--- config.mk ---
export PLATFORM = sky130hd
export DESIGN_NAME = go_to_point_pose_controller_unit
export DESIGN_NICKNAME = d
export VERILOG_FILES = /design/src/rtl/gtp_pkg.sv /design/src/rtl/go_to_point_pose_controller_unit.sv /design/src/rtl/gtp_ctrl.sv /design/src/rtl/gtp_dp.sv
export SDC_FILE = /design/constraint.sdc
export NUM_CORES = 2
export LEC_CHECK = 0
export BUFFER_PORTS_ARGS = -buffer_cell sky130_fd_sc_hd__buf_2
export CAP_MARGIN = 20
export CORE_MARGIN = 2
export CORE_UTILIZATION = 40
export CTS_CLUSTER_DIAMETER = 30
export DETAILED_ROUTE_END_ITERATION = 7
export SYNTH_ARGS = -nofsm -noshare
export SYNTH_HDL_FRONTEND = slang
export SYNTH_SLANG_ARGS = --single-unit
--- constraint.sdc ---
create_clock -name clk -period 14.55 [get_ports clk]
set_input_delay 0.7275 -clock clk [delete_from_list [all_inputs] [get_ports clk]]
set_output_delay 0.7275 -clock clk [all_outputs]
set_load 0.01 [all_outputs]
--- src/rtl/gtp_pkg.sv ---
// shared types, constants and tables of the go-to-point controller
package gtp_pkg;

    localparam int CordicIterDefault = 16;
    localparam int PosFracDefault    = 16;
    localparam int AngFracDefault    = 13;

    localparam int AtanFrac   = 30;
    localparam int GuardShift = 8;
    // cordic datapath width: 33-bit difference, guard bits, growth and sign
    localparam int CW = 44;
    localparam int ZW = 34;

    localparam logic signed [ZW-1:0] PiQ30 = 34'sd3373259426;
    localparam logic [16:0] InvGainQ16 = 17'd39797;
    localparam logic [32:0] RangeMax = 33'h1_FFFF_FFFF;

    // command codes
    localparam logic [1:0] CMD_TICK   = 2'd0;
    localparam logic [1:0] CMD_START  = 2'd1;
    localparam logic [1:0] CMD_CANCEL = 2'd2;

    // status codes
    localparam logic [2:0] ST_IDLE     = 3'd0;
    localparam logic [2:0] ST_VALID    = 3'd1;
    localparam logic [2:0] ST_NO_POSE  = 3'd2;
    localparam logic [2:0] ST_SUCCESS  = 3'd3;
    localparam logic [2:0] ST_CANCELED = 3'd4;

    // navigation phases
    localparam logic [1:0] PH_ALIGN = 2'd0;
    localparam logic [1:0] PH_DRIVE = 2'd1;
    localparam logic [1:0] PH_FINAL = 2'd2;

    // register indexes
    localparam logic [1:0] REG_GOAL_X   = 2'd0;
    localparam logic [1:0] REG_GOAL_Y   = 2'd1;
    localparam logic [1:0] REG_GOAL_HDG = 2'd2;

    typedef enum logic [2:0] {
        S_IDLE,
        S_PREP,
        S_ITER,
        S_SCALE,
        S_POST,
        S_DECIDE,
        S_OUT
    } gtp_state_t;

    // controller to datapath
    typedef struct packed {
        logic load;
        logic prep;
        logic iter;
        logic scale;
        logic post;
        logic decide;
    } gtp_cmd_t;

    // datapath to controller
    typedef struct packed {
        logic iter_done;
    } gtp_stat_t;

    // arctangent table, 30 fraction bits
    function automatic logic signed [ZW-1:0] atan_q30(input logic [4:0] i);
        logic signed [ZW-1:0] v;
        begin
            unique case (i)
                5'd0:  v = 34'sd843314857;
                5'd1:  v = 34'sd497837829;
                5'd2:  v = 34'sd263043837;
                5'd3:  v = 34'sd133525159;
                5'd4:  v = 34'sd67021687;
                5'd5:  v = 34'sd33543516;
                5'd6:  v = 34'sd16775851;
                5'd7:  v = 34'sd8388437;
                5'd8:  v = 34'sd4194283;
                5'd9:  v = 34'sd2097149;
                5'd10: v = 34'sd1048576;
                5'd11: v = 34'sd524288;
                5'd12: v = 34'sd262144;
                5'd13: v = 34'sd131072;
                5'd14: v = 34'sd65536;
                5'd15: v = 34'sd32768;
                5'd16: v = 34'sd16384;
                5'd17: v = 34'sd8192;
                5'd18: v = 34'sd4096;
                5'd19: v = 34'sd2048;
                5'd20: v = 34'sd1024;
                5'd21: v = 34'sd512;
                5'd22: v = 34'sd256;
                5'd23: v = 34'sd128;
                default: v = '0;
            endcase
            return v;
        end
    endfunction

endpackage

--- src/rtl/go_to_point_pose_controller_unit.sv ---
// go-to-point controller top level
//  channel | dir | tuser            | tdata
//  s_axis  | in  | cmd, pose_valid  | robot_x, robot_y, robot_yaw
//  m_axis  | out | status, phase    | linear_speed, turn_rate, range_to_goal
//  cfg     | in  | -                | index 0 goal_x, 1 goal_y, 2 goal_heading
// after an item is taken the sequencer steps through prep, the cordic iterations, scale,
// post and decide before the result is valid; the next item is taken after it is accepted
// the shared cordic micro-rotation stage does one rotation per cycle
// one item at a time; a stalled result waits in registers and holds off the input
// rst_n clears the goal registers, goal state and sequencer asynchronously
module go_to_point_pose_controller_unit
#(
    parameter int CORDIC_ITERATIONS = gtp_pkg::CordicIterDefault,
    parameter int POS_FRAC_BITS     = gtp_pkg::PosFracDefault,
    parameter int ANGLE_FRAC_BITS   = gtp_pkg::AngFracDefault
)
(
    input  logic         clk,
    input  logic         rst_n,
    input  logic         s_axis_tvalid,
    output logic         s_axis_tready,
    // cmd[1:0], pose_valid[2]
    input  logic [2:0]   s_axis_tuser,
    // robot_x[31:0], robot_y[63:32], robot_yaw[79:64]
    input  logic [79:0]  s_axis_tdata,
    output logic         m_axis_tvalid,
    input  logic         m_axis_tready,
    // status[2:0], phase[4:3]
    output logic [4:0]   m_axis_tuser,
    // linear_speed[13:0], turn_rate[29:14], range_to_goal[62:30]
    output logic [63:0]  m_axis_tdata,
    input  logic         cfg_we,
    input  logic [1:0]   cfg_index,
    input  logic [31:0]  cfg_data
);
    import gtp_pkg::*;

    gtp_cmd_t   cmd;
    gtp_stat_t  stat;
    logic        in_fire, out_fire;
    logic [13:0] lin;
    logic [15:0] turn;
    logic [32:0] rng;
    logic [2:0]  st;
    logic [1:0]  ph;

    assign in_fire  = s_axis_tvalid && s_axis_tready;
    assign out_fire = m_axis_tvalid && m_axis_tready;

    gtp_ctrl u_ctrl
    (
        .clk       (clk),
        .rst_n     (rst_n),
        .in_fire   (in_fire),
        .out_fire  (out_fire),
        .stat      (stat),
        .cmd       (cmd),
        .in_ready  (s_axis_tready),
        .out_valid (m_axis_tvalid)
    );

    gtp_dp #(
        .CORDIC_ITERATIONS (CORDIC_ITERATIONS),
        .POS_FRAC_BITS     (POS_FRAC_BITS),
        .ANGLE_FRAC_BITS   (ANGLE_FRAC_BITS)
    ) u_dp
    (
        .clk           (clk),
        .rst_n         (rst_n),
        .cmd           (cmd),
        .stat          (stat),
        .cfg_we        (cfg_we),
        .cfg_index     (cfg_index),
        .cfg_data      (cfg_data),
        .in_cmd        (s_axis_tuser[1:0]),
        .in_pose_valid (s_axis_tuser[2]),
        .in_x          (s_axis_tdata[31:0]),
        .in_y          (s_axis_tdata[63:32]),
        .in_yaw        (s_axis_tdata[79:64]),
        .linear_speed  (lin),
        .turn_rate     (turn),
        .range_to_goal (rng),
        .status        (st),
        .phase         (ph)
    );

    assign m_axis_tdata = {1'b0, rng, turn, lin};
    assign m_axis_tuser = {ph, st};

endmodule

--- src/rtl/gtp_ctrl.sv ---
// sequencer of the go-to-point controller
module gtp_ctrl
(
    input  logic               clk,
    input  logic               rst_n,
    input  logic               in_fire,
    input  logic               out_fire,
    input  gtp_pkg::gtp_stat_t stat,
    output gtp_pkg::gtp_cmd_t  cmd,
    output logic               in_ready,
    output logic               out_valid
);
    import gtp_pkg::*;

    gtp_state_t state_reg, state_next;

    // state register
    always_ff @(posedge clk or negedge rst_n)
    begin
        if (!rst_n)
        begin
            state_reg <= S_IDLE;
        end
        else
        begin
            state_reg <= state_next;
        end
    end

    // next state and commands
    always_comb
    begin
        state_next = state_reg;
        cmd        = '0;
        in_ready   = 1'b0;
        out_valid  = 1'b0;
        unique case (state_reg)
            S_IDLE:
            begin
                in_ready = 1'b1;
                if (in_fire)
                begin
                    cmd.load   = 1'b1;
                    state_next = S_PREP;
                end
            end
            S_PREP:
            begin
                cmd.prep   = 1'b1;
                state_next = S_ITER;
            end
            S_ITER:
            begin
                cmd.iter = 1'b1;
                if (stat.iter_done)
                begin
                    state_next = S_SCALE;
                end
            end
            S_SCALE:
            begin
                cmd.scale  = 1'b1;
                state_next = S_POST;
            end
            S_POST:
            begin
                cmd.post   = 1'b1;
                state_next = S_DECIDE;
            end
            S_DECIDE:
            begin
                cmd.decide = 1'b1;
                state_next = S_OUT;
            end
            S_OUT:
            begin
                out_valid = 1'b1;
                if (out_fire)
                begin
                    state_next = S_IDLE;
                end
            end
            default:
            begin
                state_next = S_IDLE;
            end
        endcase
    end

    // handshakes exclusive, an accepted item starts, a decision presents a result
    assert property (@(posedge clk) disable iff (!rst_n) !(in_ready && out_valid))
        else $error("ready and valid together");
    assert property (@(posedge clk) disable iff (!rst_n)
        in_fire |=> state_reg == S_PREP)
        else $error("accepted item did not start");
    assert property (@(posedge clk) disable iff (!rst_n)
        cmd.decide |=> out_valid)
        else $error("result not presented");

endmodule

--- src/rtl/gtp_dp.sv ---
// cordic and control-law datapath of the go-to-point controller
module gtp_dp
#(
    parameter int CORDIC_ITERATIONS = gtp_pkg::CordicIterDefault,
    parameter int POS_FRAC_BITS     = gtp_pkg::PosFracDefault,
    parameter int ANGLE_FRAC_BITS   = gtp_pkg::AngFracDefault
)
(
    input  logic               clk,
    input  logic               rst_n,
    input  gtp_pkg::gtp_cmd_t  cmd,
    output gtp_pkg::gtp_stat_t stat,
    input  logic               cfg_we,
    input  logic [1:0]         cfg_index,
    input  logic [31:0]        cfg_data,
    input  logic [1:0]         in_cmd,
    input  logic               in_pose_valid,
    input  logic signed [31:0] in_x,
    input  logic signed [31:0] in_y,
    input  logic signed [15:0] in_yaw,
    output logic [13:0]        linear_speed,
    output logic signed [15:0] turn_rate,
    output logic [32:0]        range_to_goal,
    output logic [2:0]         status,
    output logic [1:0]         phase
);
    import gtp_pkg::*;

    localparam int NIT = (CORDIC_ITERATIONS > 24) ? 24 : CORDIC_ITERATIONS;
    localparam int RS  = AtanFrac - ANGLE_FRAC_BITS;
    localparam logic signed [ZW-1:0] ZRound = ZW'(64'sd1 <<< (RS - 1));
    localparam longint PiA = (64'sd3373259426 + (64'sd1 <<< (RS - 1))) >>> RS;
    localparam longint HeadTol  = ((64'sd1 <<< ANGLE_FRAC_BITS) + 5) / 10;
    localparam longint FinalTol = ((64'sd1 <<< ANGLE_FRAC_BITS) + 10) / 20;
    localparam longint DistTol  = ((64'sd1 <<< POS_FRAC_BITS) + 5) / 10;
    localparam longint OneM     = 64'sd1 <<< POS_FRAC_BITS;
    localparam int TurnSh = 13 - ANGLE_FRAC_BITS;
    localparam int TurnSh1 = 14 - ANGLE_FRAC_BITS;

    // goal registers
    logic signed [31:0] goal_x_reg, goal_y_reg;
    logic signed [15:0] goal_hdg_reg;
    always_ff @(posedge clk or negedge rst_n)
    begin
        if (!rst_n)
        begin
            goal_x_reg   <= '0;
            goal_y_reg   <= '0;
            goal_hdg_reg <= '0;
        end
        else if (cfg_we)
        begin
            if (cfg_index == REG_GOAL_X)
            begin
                goal_x_reg <= cfg_data;
            end
            if (cfg_index == REG_GOAL_Y)
            begin
                goal_y_reg <= cfg_data;
            end
            if (cfg_index == REG_GOAL_HDG)
            begin
                goal_hdg_reg <= cfg_data[15:0];
            end
        end
    end

    // captured item
    logic [1:0]         cmd_reg;
    logic               pv_reg;
    logic signed [31:0] rx_reg, ry_reg;
    logic signed [15:0] yaw_reg;
    logic signed [CW-1:0] x_reg, y_reg;
    logic signed [ZW-1:0] z_reg;
    logic [4:0]           it_reg;
    logic                 zero_reg;
    logic [32:0]          range_reg;
    logic signed [17:0]   herr_reg, ferr_reg;
    logic signed [ZW-1:0] bear_w;
    logic signed [CW-1:0] xs, ys;
    logic signed [32:0]   dx, dy;
    logic [CW+16:0]       prod;
    logic [CW+16:0]       rr;
    logic signed [17:0]   bear, hraw, fraw, herr_n, ferr_n;

    // goal state
    logic       active_reg;
    logic [1:0] nph_reg;

    assign dx = 33'(goal_x_reg) - 33'(rx_reg);
    assign dy = 33'(goal_y_reg) - 33'(ry_reg);
    assign xs = x_reg >>> it_reg;
    assign ys = y_reg >>> it_reg;
    assign stat.iter_done = (it_reg == 5'(NIT - 1));

    // item capture, cordic vectoring with one micro-rotation per cycle, range and error registers
    always_ff @(posedge clk)
    begin
        if (cmd.load)
        begin
            cmd_reg <= in_cmd;
            pv_reg  <= in_pose_valid;
            rx_reg  <= in_x;
            ry_reg  <= in_y;
            yaw_reg <= in_yaw;
        end
        if (cmd.prep)
        begin
            it_reg   <= '0;
            zero_reg <= (dx == 0) && (dy == 0);
            if (dx < 0)
            begin
                x_reg <= -(CW'(dx) <<< GuardShift);
                y_reg <= -(CW'(dy) <<< GuardShift);
                z_reg <= (dy >= 0) ? PiQ30 : -PiQ30;
            end
            else
            begin
                x_reg <= CW'(dx) <<< GuardShift;
                y_reg <= CW'(dy) <<< GuardShift;
                z_reg <= '0;
            end
        end
        if (cmd.iter)
        begin
            it_reg <= it_reg + 5'd1;
            if (y_reg > 0)
            begin
                x_reg <= x_reg + ys;
                y_reg <= y_reg - xs;
                z_reg <= z_reg + atan_q30(it_reg);
            end
            else
            begin
                x_reg <= x_reg - ys;
                y_reg <= y_reg + xs;
                z_reg <= z_reg - atan_q30(it_reg);
            end
        end
        if (cmd.scale)
        begin
            range_reg <= (rr > (CW+17)'(RangeMax)) ? RangeMax : rr[32:0];
        end
        if (cmd.post)
        begin
            herr_reg <= herr_n;
            ferr_reg <= ferr_n;
        end
    end

    // range scaling by the inverse cordic gain
    assign prod = (CW+17)'(x_reg) * (CW+17)'(InvGainQ16);
    assign rr   = (prod + (CW+17)'(64'd1 << (15 + GuardShift))) >> (16 + GuardShift);

    // bearing rounding and angle wrap (one correction reaches the range)
    assign bear_w = (z_reg + ZRound) >>> RS;
    assign bear   = zero_reg ? 18'sd0 : 18'(bear_w);
    assign hraw   = bear - 18'(yaw_reg);
    assign fraw   = 18'(goal_hdg_reg) - 18'(yaw_reg);

    function automatic logic signed [17:0] wrap(input logic signed [17:0] a);
        logic signed [17:0] v;
        begin
            v = a;
            if (v > 18'(PiA))
            begin
                v = v - 18'(2 * PiA);
            end
            if (v > 18'(PiA))
            begin
                v = v - 18'(2 * PiA);
            end
            if (v < -18'(PiA))
            begin
                v = v + 18'(2 * PiA);
            end
            if (v < -18'(PiA))
            begin
                v = v + 18'(2 * PiA);
            end
            return v;
        end
    endfunction

    assign herr_n = wrap(hraw);
    assign ferr_n = wrap(fraw);

    function automatic logic signed [15:0] clampv(input logic signed [21:0] v,
                                                  input logic signed [21:0] lim);
        begin
            if (v > lim)
            begin
                return 16'(lim);
            end
            else if (v < -lim)
            begin
                return 16'(-lim);
            end
            return 16'(v);
        end
    endfunction

    // control law and goal bookkeeping
    logic signed [21:0] t3h, t3f, t1;
    assign t3h = (22'(herr_reg) * 22'sd3) <<< TurnSh;
    assign t3f = (22'(ferr_reg) * 22'sd3) <<< TurnSh;
    assign t1  = 22'(herr_reg) <<< TurnSh1;

    always_ff @(posedge clk or negedge rst_n)
    begin
        if (!rst_n)
        begin
            active_reg    <= 1'b0;
            nph_reg       <= PH_ALIGN;
            linear_speed  <= '0;
            turn_rate     <= '0;
            range_to_goal <= '0;
            status        <= ST_IDLE;
            phase         <= PH_ALIGN;
        end
        else if (cmd.decide)
        begin
            linear_speed  <= '0;
            turn_rate     <= '0;
            range_to_goal <= '0;
            status        <= ST_IDLE;
            phase         <= nph_reg;
            if (cmd_reg == CMD_START)
            begin
                active_reg <= 1'b1;
                nph_reg    <= PH_ALIGN;
                phase      <= PH_ALIGN;
                status     <= ST_VALID;
            end
            else if (cmd_reg == CMD_CANCEL)
            begin
                if (active_reg)
                begin
                    active_reg <= 1'b0;
                    nph_reg    <= PH_ALIGN;
                    status     <= ST_CANCELED;
                end
            end
            else if (active_reg)
            begin
                if (!pv_reg)
                begin
                    status <= ST_NO_POSE;
                end
                else
                begin
                    range_to_goal <= range_reg;
                    status        <= ST_VALID;
                    if (nph_reg == PH_ALIGN)
                    begin
                        if (herr_reg > 18'(HeadTol) || herr_reg < -18'(HeadTol))
                        begin
                            turn_rate <= clampv(t3h, 22'sd16384);
                        end
                        else
                        begin
                            nph_reg <= PH_DRIVE;
                        end
                    end
                    else if (nph_reg == PH_DRIVE)
                    begin
                        if (range_reg > 33'(DistTol))
                        begin
                            linear_speed <= (range_reg >= 33'(OneM)) ? 14'd8192
                                : 14'((46'(range_reg) << 13) >> POS_FRAC_BITS);
                            turn_rate <= clampv(t1, 22'sd8192);
                        end
                        else
                        begin
                            nph_reg <= PH_FINAL;
                        end
                    end
                    else
                    begin
                        if (ferr_reg > 18'(FinalTol) || ferr_reg < -18'(FinalTol))
                        begin
                            turn_rate <= clampv(t3f, 22'sd16384);
                        end
                        else
                        begin
                            status     <= ST_SUCCESS;
                            active_reg <= 1'b0;
                            nph_reg    <= PH_ALIGN;
                        end
                    end
                end
            end
        end
    end

    assert property (@(posedge clk) disable iff (!rst_n) nph_reg != 2'd3)
        else $error("bad phase");
    assert property (@(posedge clk) disable iff (!rst_n)
        (cmd.decide && cmd_reg == CMD_START) |=> active_reg && status == ST_VALID)
        else $error("start did not arm goal");
    assert property (@(posedge clk) disable iff (!rst_n)
        !active_reg |-> nph_reg == PH_ALIGN)
        else $error("phase left while idle");

endmodule

==> metrics.md <==
| Metric | Value |
|---|---|
| Die width | 379 um |
| ANT nets after route | 0 |
| Final setup vio count | 0 |
| Worst slew pin tran | 1.13 ns |
| Initial antenna violation count | 5 |
| Main synth FF type | edfxtp_1 |
| GRT Total Usage | 0.238 |
| Starting Density | 0.404 |
| Via count | 46900 |
| Fin cells | 8423 |
| Crit-path max cell delay | 0.55 ns |
| Drt first pass iters | 6 |
| Asr flop ratio synth | 0.332 |
| Required @ worst endpoint | 15.01 ns |
| Syn avg cell area | 8.97 um2 |
| Root Buffer | clkbuf_16 |
| Crit-path slowest cell | a21oi_2 |
| Worst-path maximum fanout | 11 |
| Count leader, synth | inv_1 |
| R2r endpoint | u_dp.herr_reg[13] |
| CTS tree | built |
| Top cell type's share of synthesized area | 0.149 |
| Commonest cells post-synth | inv_1, ha_1, nand2_1, nor2_1, a21oi_1 |
| H-tree lvl count | 3 |
| CP Launch Point | u_dp.z_reg[18] |
| Final slew viol count | 0 |
| Vias in the first global route | 45800 |
| Final wirelength | 172000 um |
| Critical Path Sink | u_dp.herr_reg[13] |
| Fin crit period | 10.76 ns |
| Worst EP arrival | 11.22 ns |
| Worst r2r path cells | 37 |
| RSZ-0062 raised after global routing | false |
| Crit. End Element | register |
| Max Buffers Root-to-Sink | 3 |
| Grt ovf | 0 |
| Count of flip-flops with a built-in enable after synthesis | 280 |
| Initial DRC Count | 3753 |
| Fill count | 13600 |
| FP Rows | 137 |
| Status | finished, final reports clean |
| Cell mode on critical path | ha_1 |
| DR DRC count | 0 |
| Global-route wire length before repair | 266000 um |
| Yosys warns | 0 |
| Worst reg-to-reg setup slack | 3.79 ns |
| Synth Instances | 6290 |
| Share of cells above drive strength 1 | 0.108 |
| Skew-Pair Late Insertion Delay | 0.76 ns |
| Cells after DPL | 8212 |
| Slew HR | 0.238 |
| Vias per cell | 5.56 |
| Core area | 140000 um2 |
| Reg2Reg Launch Point | u_dp.z_reg[18] |
| Maximum clock rate | 92.9 MHz |
| Crit Path Class | reg -> reg |
| Final worst path period share | 0.740 |
| Startpoint types | register |
| Seq/Total Area, Yosys | 0.228 |
| Clock Skew | 0.0677 ns |
| Die Ht | 379 um |
| Number of CTS-inserted buffers | 109 |
| Gpl congestion | 0.961 |
| Register bit total from synthesis | 464 |
| Area Overhead vs Synth | 12.2% |
| Area of the multi-input gates | 39900 um2 |
| Largest net degree at the start of global routing | 87 |
| Distinct cells, synth | 118 |
| I/O Pins | 193 |
| TritonCTS Sinks | 464 |
| Final Hold Fails | 0 |
| Dominant cell type by area after synthesis | edfxtp_1 |
| Maxcap violations | 0 |
| Syn Nets | 7385 |
| Hold/Removal Path Class | in -> reg |
| Layout Nets | 7544 |
| Setup TNS Final | 0 ns |
| Top cells by area, synth | edfxtp_1, ha_1, fa_1 |
| Port bufs | 191 |
| Routed WL per cell | 20.4 um |
| Synthesized cell area | 56400 um2 |
| Sequential Area | 12900 um2 |
| Die ar. | 144000 um2 |
| Reg clk slew, reported paths | 0.06 ns |
| Final HPWL DP | 139000 um |
-- critical path: cells and delay by family, from the launching register on --
kind            cells  cell delay [ns]
xor+xnor            2             0.31
fa+ha+maj           4             1.36
mux                 1             0.30
simple gates       16             3.61
flops               1             0.51
compound gates     14             4.35
-- through the flow --
stage	setup slack [ns]	hold WS, ns	utilization	instance area, um2
global route	2.82	0.101	0.453	63200
detailed placement	3.94	0.466	0.425	59400
CTS	3.87	0.0875	0.453	63200
floorplan	5.64	0.432	-	56400
finish	3.79	0.135	0.453	63200
global placement	4.22	0.460	0.425	59400
-- area by class of cell --
| class | count | area share |
|---|---|---|
| multi-input combinational | 4851 | 0.631 |
| sequential | 464 | 0.203 |
| inverter | 784 | 0.0466 |
| clock buffer | 128 | 0.0464 |
| tap | 1876 | 0.0371 |
| timing repair buffer | 239 | 0.0210 |
| clock inverter | 78 | 0.0146 |
| antenna | 3 | 0.000119 |
-- placed cells by master (no fill, tap or decap), types with 52 or more instances in the layout --
| master | n |
|---|---|
| edfxtp_1 | 280 |
| ha_1 | 619 |
| inv_1 | 780 |
| nand2b_1 | 56 |
| a21oi_1 | 406 |
| nor2b_1 | 57 |
| nor3_1 | 116 |
| mux2i_1 | 84 |
| o21a_1 | 60 |
| nand3_1 | 121 |
| and3_1 | 63 |
| xnor2_1 | 291 |
| mux4_2 | 60 |
| xor2_1 | 177 |
| or3_1 | 52 |
| fa_1 | 354 |
| o21ai_0 | 362 |
| nand2_1 | 534 |
| a21o_1 | 81 |
| a31oi_1 | 62 |
| nor2_1 | 463 |
| a22o_1 | 54 |
| buf_2 | 191 |
| dfrtp_1 | 154 |
| mux2_2 | 106 |
| clkbuf_16 | 113 |
-- what timing repair did --
action / 4_1_cts / 5_1_grt
setup buffers: 0 / 0
hold buffers: 1 / 0
hold endpoints to repair: 55 / 0
resized for setup: 0 / 0
-- per-layer routing --
| layer | GRT usage | vias up | part of all wire | wire [um] |
|---|---|---|---|---|
| li1 | - | 22400 | - | - |
| met1 | 0.335 | 22800 | 0.47 | 80000 |
| met2 | 0.365 | 1422 | 0.44 | 74900 |
| met3 | 0.0405 | 259 | 0.063 | 10800 |
| met4 | 0.0855 | 0 | 0.036 | 6160 |
| met5 | 0 | - | 0 | 0 |
-- worst min-delay path by stage --
| stage | startpoint | to | slack (ns) | cells after the start |
|---|---|---|---|---|
| floorplan | rst_n | u_ctrl.state_reg[0] | 0.43 | 0 |
| global placement | u_dp.status[1] | u_dp.status[1] | 0.46 | 2 |
| detailed placement | u_dp.status[1] | u_dp.status[1] | 0.47 | 2 |
| CTS | s_axis_tdata[74] | u_dp.yaw_reg[10] | 0.09 | 1 |
| global route | s_axis_tdata[74] | u_dp.yaw_reg[10] | 0.10 | 1 |
| finish | s_axis_tdata[74] | u_dp.yaw_reg[10] | 0.13 | 1 |
-- kinds of logic after synthesis --
group / Yosys count / share of synthesized area
AO/OA/AOI/OAI: 1457 / 0.169
XOR/XNOR: 469 / 0.0731
adder cells (fa/ha/maj): 973 / 0.263
buffers and inverters: 975 / 0.0655
flip-flops: 464 / 0.228
multiplexers: 250 / 0.0600
other: 1 / 0.0000665
AND/OR/NAND/NOR: 1701 / 0.142
Power is left out: the tool's default activity adds up to more than one toggle a clock period on the data nets, which glitch-free logic cannot reach.
